`config.mk`:
```
export PLATFORM = sky130hd
export DESIGN_NAME = tun_step
export DESIGN_NICKNAME = d
export VERILOG_FILES = /design/src/tun_pkg.sv /design/src/tun_step.sv
export SDC_FILE = /design/constraint.sdc
export NUM_CORES = 2
export LEC_CHECK = 0
export ABC_AREA = 0
export BUFFER_PORTS_ARGS = -buffer_cell sky130_fd_sc_hd__buf_2
export CAP_MARGIN = 15
export CORE_AREA = 2 2 720 722
export DETAILED_ROUTE_END_ITERATION = 6
export DIE_AREA = 0 0 722 724
export HOLD_SLACK_MARGIN = 0.08
export SETUP_SLACK_MARGIN = 0.1
export SLEW_MARGIN = 5
export SYNTH_ARGS = -nofsm -noshare
export SYNTH_HDL_FRONTEND = slang
export SYNTH_SLANG_ARGS = --single-unit
```
`constraint.sdc`:
```
create_clock -name clock -period 5.53 [get_ports clock]
set_input_delay 0.553 -clock clock [delete_from_list [all_inputs] [get_ports clock]]
set_output_delay 0.553 -clock clock [all_outputs]
set_load 0.05 [all_outputs]
```
`src/tun_pkg.sv`:
```
// ----------------------------------------------------------------------------
// Triangle unit normal package
// Constants shared by the datapath and the port checker.
// ----------------------------------------------------------------------------
package tun_pkg;

   // Width of each normal component on the result channel.
   localparam int OUT_WIDTH = 16;

endpackage

```
`src/tun_step.sv`:
```
// ----------------------------------------------------------------------------
// Triangle unit normal root step
// One registered bit decision of the rounded quotient for all three components.
// ----------------------------------------------------------------------------
module tun_step import tun_pkg::*; #(
   parameter int RW  = 134,
   parameter int PW  = 120,
   parameter int SW  = 102,
   parameter int KW  = 15,
   parameter int BIT = 0
) (
   input  logic          clock,
   input  logic          en,
   input  logic [RW-1:0] r_i [3],
   input  logic [PW-1:0] p_i [3],
   input  logic [KW-1:0] k_i [3],
   input  logic [SW-1:0] s_i,
   input  logic [2:0]    neg_i,
   input  logic          zero_i,
   output logic [RW-1:0] r_ff [3],
   output logic [PW-1:0] p_ff [3],
   output logic [KW-1:0] k_ff [3],
   output logic [SW-1:0] s_ff,
   output logic [2:0]    neg_ff,
   output logic          zero_ff
);

   logic [RW-1:0] r_in [3];
   logic [PW-1:0] p_in [3];
   logic [KW-1:0] k_in [3];

   // The remainder holds L - m*m*S and the partial holds m*S, where m = 2k-1.
   always_comb begin
      logic [RW-1:0] p_ext;
      logic [RW-1:0] trial;
      for (int i = 0; i < 3; i++) begin
         p_ext = {{(RW-PW){p_i[i][PW-1]}}, p_i[i]};
         trial = r_i[i] - (p_ext << (BIT + 2)) - (RW'(s_i) << (2 * BIT + 2));
         if (!trial[RW-1]) begin
            r_in[i] = trial;
            p_in[i] = p_i[i] + (PW'(s_i) << (BIT + 1));
            k_in[i] = k_i[i] | (KW'(1) << BIT);
         end else begin
            r_in[i] = r_i[i];
            p_in[i] = p_i[i];
            k_in[i] = k_i[i];
         end
      end
   end

   always_ff @(posedge clock) begin
      if (en) begin
         for (int i = 0; i < 3; i++) begin
            r_ff[i] <= r_in[i];
            p_ff[i] <= p_in[i];
            k_ff[i] <= k_in[i];
         end
         s_ff    <= s_i;
         neg_ff  <= neg_i;
         zero_ff <= zero_i;
      end
   end

endmodule

```
# After elaboration in Yosys (flattened, before gate mapping)
# Index checks and enable logic that the tools add are counted.
[totals] ff_bits=913 output_inout_bits=913 word_cells=33
[op_classes] addsub=9 muxes=6
[ops] op="134-bit by 104-bit subtractor with 134-bit output" n=3
[ops] op="134-bit subtractor" n=3
[ops] op="133-bit two-way mux" n=3
[ops] op="120-bit by 103-bit adder with 120-bit output" n=3
[ops] op="120-bit two-way mux" n=3

# Longest topological paths before layout
[logic_depth] word_depth=3 ltp_mapped=20 mapped_depth_nobuf=16

# Least setup slack after synthesis
# Ideal clock, no wire load.
[synth_path] kind="input port to flip-flop" start="input port s_i[1]" end="register p_ff[241] in the netlist's numbering, data pin" arrival_ns=4.116 t_required_ns=5.270 setup_slack_ns=1.154 cell_stages=15 path_cell_list="inv_1 > fa_1 > ha_1 > o21a_1 > o22ai_2 > nor2_1 > or2_4 > a31o_1 > a31o_1 > o22ai_4 > o211ai_2 > xor2_2 > buf_2 > buf_2 > mux2_2"
[synth_lines] element="from (decl)" line_no="tun_step.sv:17" source="input logic [SW-1:0] s_i,"
[synth_lines] element="to (signal, indexed assignment)" line_no="tun_step.sv:55" source="p_ff[i] <= p_in[i];"
[synth_lines] element="to (decl)" line_no="tun_step.sv:21" source="output logic [PW-1:0] p_ff [3],"

==> impl_metrics.json <==
{
  "layout_commonest_cell": "buf_2",
  "power_mw": 48.1,
  "relSlewSlack": 0.349,
  "ant_nets": 0,
  "violations": "design-rule violations",
  "yosysWarnings": 0,
  "drt-initial-drc-count": 10956,
  "startpoint_type": "primary input",
  "ys_ff_latch": 913,
  "drc": 3,
  "routed_wirelength_um": 730000,
  "clock.fmax_mhz": 181,
  "max_slew.worst_pin.slew_ns": 0.969,
  "arrival_ns": 6.07,
  "root_buffer": "clkbuf_16",
  "ir_drop_mv": 0.263,
  "criticalPathCategory": "in2reg",
  "endpoint_kind": "flip-flop",
  "area_growth_pct": 41.5,
  "max_cap_viol_count": 0,
  "synth_cells": 10662,
  "cts_buffer_depth": 4,
  "place_ws_ns": -0.727,
  "finalNetCount": 15991,
  "final.period_utilization": 0.998,
  "die_h_um": 724,
  "dpl.hpwl_um": 654000,
  "ios": 1828,
  "cts_sinks": 913,
  "status": "finished with violations",
  "port_buffers": 1827,
  "setup_viol": 0,
  "synth_edf_count": 913,
  "syn_nets": 12678,
  "final_cell_mix": "buf_2, nand2_1, buf_4",
  "first_global_vias": 98073,
  "async_flop_share": 0,
  "grt_max_degree": 100,
  "hold_viol": 0,
  "synth_area_per_cell_sq_um": 8.48,
  "vias": 102701,
  "finalMaxSlewViolations": 0,
  "cts_max_level": 4,
  "gr-usage-all-layers": 0.266,
  "grt_pass1_wl_um": 928000,
  "post_drt_wl_per_cell_um": 34.6,
  "dominantRegCellSynth": "edfxtp_1",
  "drive_gt1_frac": 0.240,
  "crit_fanout": 42,
  "gp_congestion": 1.07,
  "initial_utilization": 0.175,
  "min_period_ns": 5.52,
  "cts_made_buffers": 140,
  "finalWorstSetupSlack_ns": 0.0114,
  "vias_per_cell": 4.87,
  "whs_ns": 0.117,
  "p_leak_nw": 55.0,
  "synth_cell_type_count": 108,
  "grt_overflow": 0,
  "hp-class": "in2reg",
  "drtPass1Iterations": 7,
  "syn_area_sq_mm": 0.0904,
  "dieArea_sq_mm": 0.523,
  "design.core.area_sq_mm": 0.515,
  "ys_seq_area_frac": 0.303,
  "antenna_found_initial": 475,
  "power_density_mw_per_mm2": 376,
  "post-route-util": 0.248,
  "clkSlewWorstSetupHoldPaths_ns": 0.06,
  "cp.required_ns": 6.09,
  "tns_ns": 0,
  "rows": 264,
  "die_w_um": 722,
  "cts_tree": "built"
}
[Yosys cell counts (26+ instances only)]
library cell / count / share of area
and3_1: 50 / 0.0035
xor2_1: 298 / 0.029
a21oi_1: 1034 / 0.057
nand2_1: 1465 / 0.061
edfxtp_1: 913 / 0.30
o21bai_1: 185 / 0.015
a21boi_0: 48 / 0.0040
o21a_1: 113 / 0.0094
ha_1: 792 / 0.11
nand3_1: 127 / 0.0070
o211ai_1: 51 / 0.0042
nand4_1: 318 / 0.022
nor3_1: 142 / 0.0079
buf_2: 100 / 0.0055
or3_1: 49 / 0.0034
or2_2: 28 / 0.0019
nor2_1: 598 / 0.025
clkbuf_1: 357 / 0.015
o21ai_0: 966 / 0.053
o21ai_1: 242 / 0.013
fa_1: 309 / 0.068
nor2b_1: 48 / 0.0033
a21o_1: 342 / 0.028
buf_4: 26 / 0.0022
nand2b_1: 56 / 0.0039
a211oi_1: 51 / 0.0042
nor4_1: 50 / 0.0035
xnor2_1: 428 / 0.041
a221oi_1: 26 / 0.0025
o31ai_1: 72 / 0.0060
a31oi_1: 75 / 0.0052
inv_1: 872 / 0.036
and2_1: 39 / 0.0027
[state kept, by name, indices dropped and copies added, names as in the netlist]
signal / count
s_ff: 102
neg_ff: 3
r_ff: 402
p_ff: 360
k_ff: 45
zero_ff: 1
[logic make-up (layout without fill, tap and decap cells)]
family | after synthesis | in the layout | synth area share
XOR/XNOR | 728 | 728 | 0.0707
multiplexers | 33 | 33 | 0.00407
other | 0 | 212 | 0
AO/OA/AOI/OAI | 3458 | 3458 | 0.230
adder cells (fa/ha/maj) | 1101 | 1101 | 0.178
AND/OR/NAND/NOR | 3067 | 3067 | 0.155
flip-flops | 913 | 913 | 0.303
buffers and inverters | 1362 | 4781 | 0.0594
[power by group]
group / switching [mW] / total, mW / internal (mW)
Combinational: 19.5 / 27.7 / 8.25
Sequential: 0.927 / 10.8 / 9.83
Clock: 4.16 / 9.60 / 5.45
[through the flow]
step	std cells	instance area (sq um)
floorplan	10662	90400
global placement	19966	116000
detailed placement	19967	116000
CTS	20860	127000
global route	20927	128000
finish	21076	128000
[cell type report]
class                      count  area (sq um)
multi-input combinational   8387         57700
clock buffer                 149          3600
tap                         6783          8490
fill                       56423        387000
sequential                   913         27400
inverter                     872          3270
antenna                      212           531
clock inverter                99          1040
timing repair buffer        3661         25800
[worst max-delay path, cell delays in order]
cell and delay (ns):
dlygate4sd3_1 0.63, buf_2 0.18, fa_1 0.48, ha_1 0.22, or3_1 0.38, o22ai_2 0.38
nor2_1 0.15, buf_4 0.19, buf_4 0.13, or2_4 0.25, a31o_1 0.27, a31o_1 0.29
o22ai_4 0.16, buf_12 0.17, o211ai_2 0.14, xor2_4 0.20, buf_12 0.19, buf_12 0.22
buf_12 0.19, o21ai_0 0.57
[path summary, 6_finish.rpt]
| check | start | endpoint | slack (ns) | cells after the start |
|---|---|---|---|---|
| min | r_i[145] | r_ff[145] | 0.12 | 3 |
| max | r_i[274] | p_ff[268] | 0.01 | 20 |
[timing repair]
action                     in CTS  in global routing
resized for setup               0                 13
hold endpoints to repair      641                  0
setup buffers                   0                  4
setup endpoints to repair       0                 16
hold buffers                  645                  0
[routing by layer]
| layer | global-route usage | vias to the layer above | share of wire |
|---|---|---|---|
| li1 | - | 45214 | - |
| met1 | 0.341 | 50197 | 0.42 |
| met2 | 0.389 | 5588 | 0.41 |
| met3 | 0.107 | 1448 | 0.12 |
| met4 | 0.122 | 254 | 0.058 |
| met5 | 0 | - | 0.0022 |
No activity file was read; power rests on OpenSTA's default activity.
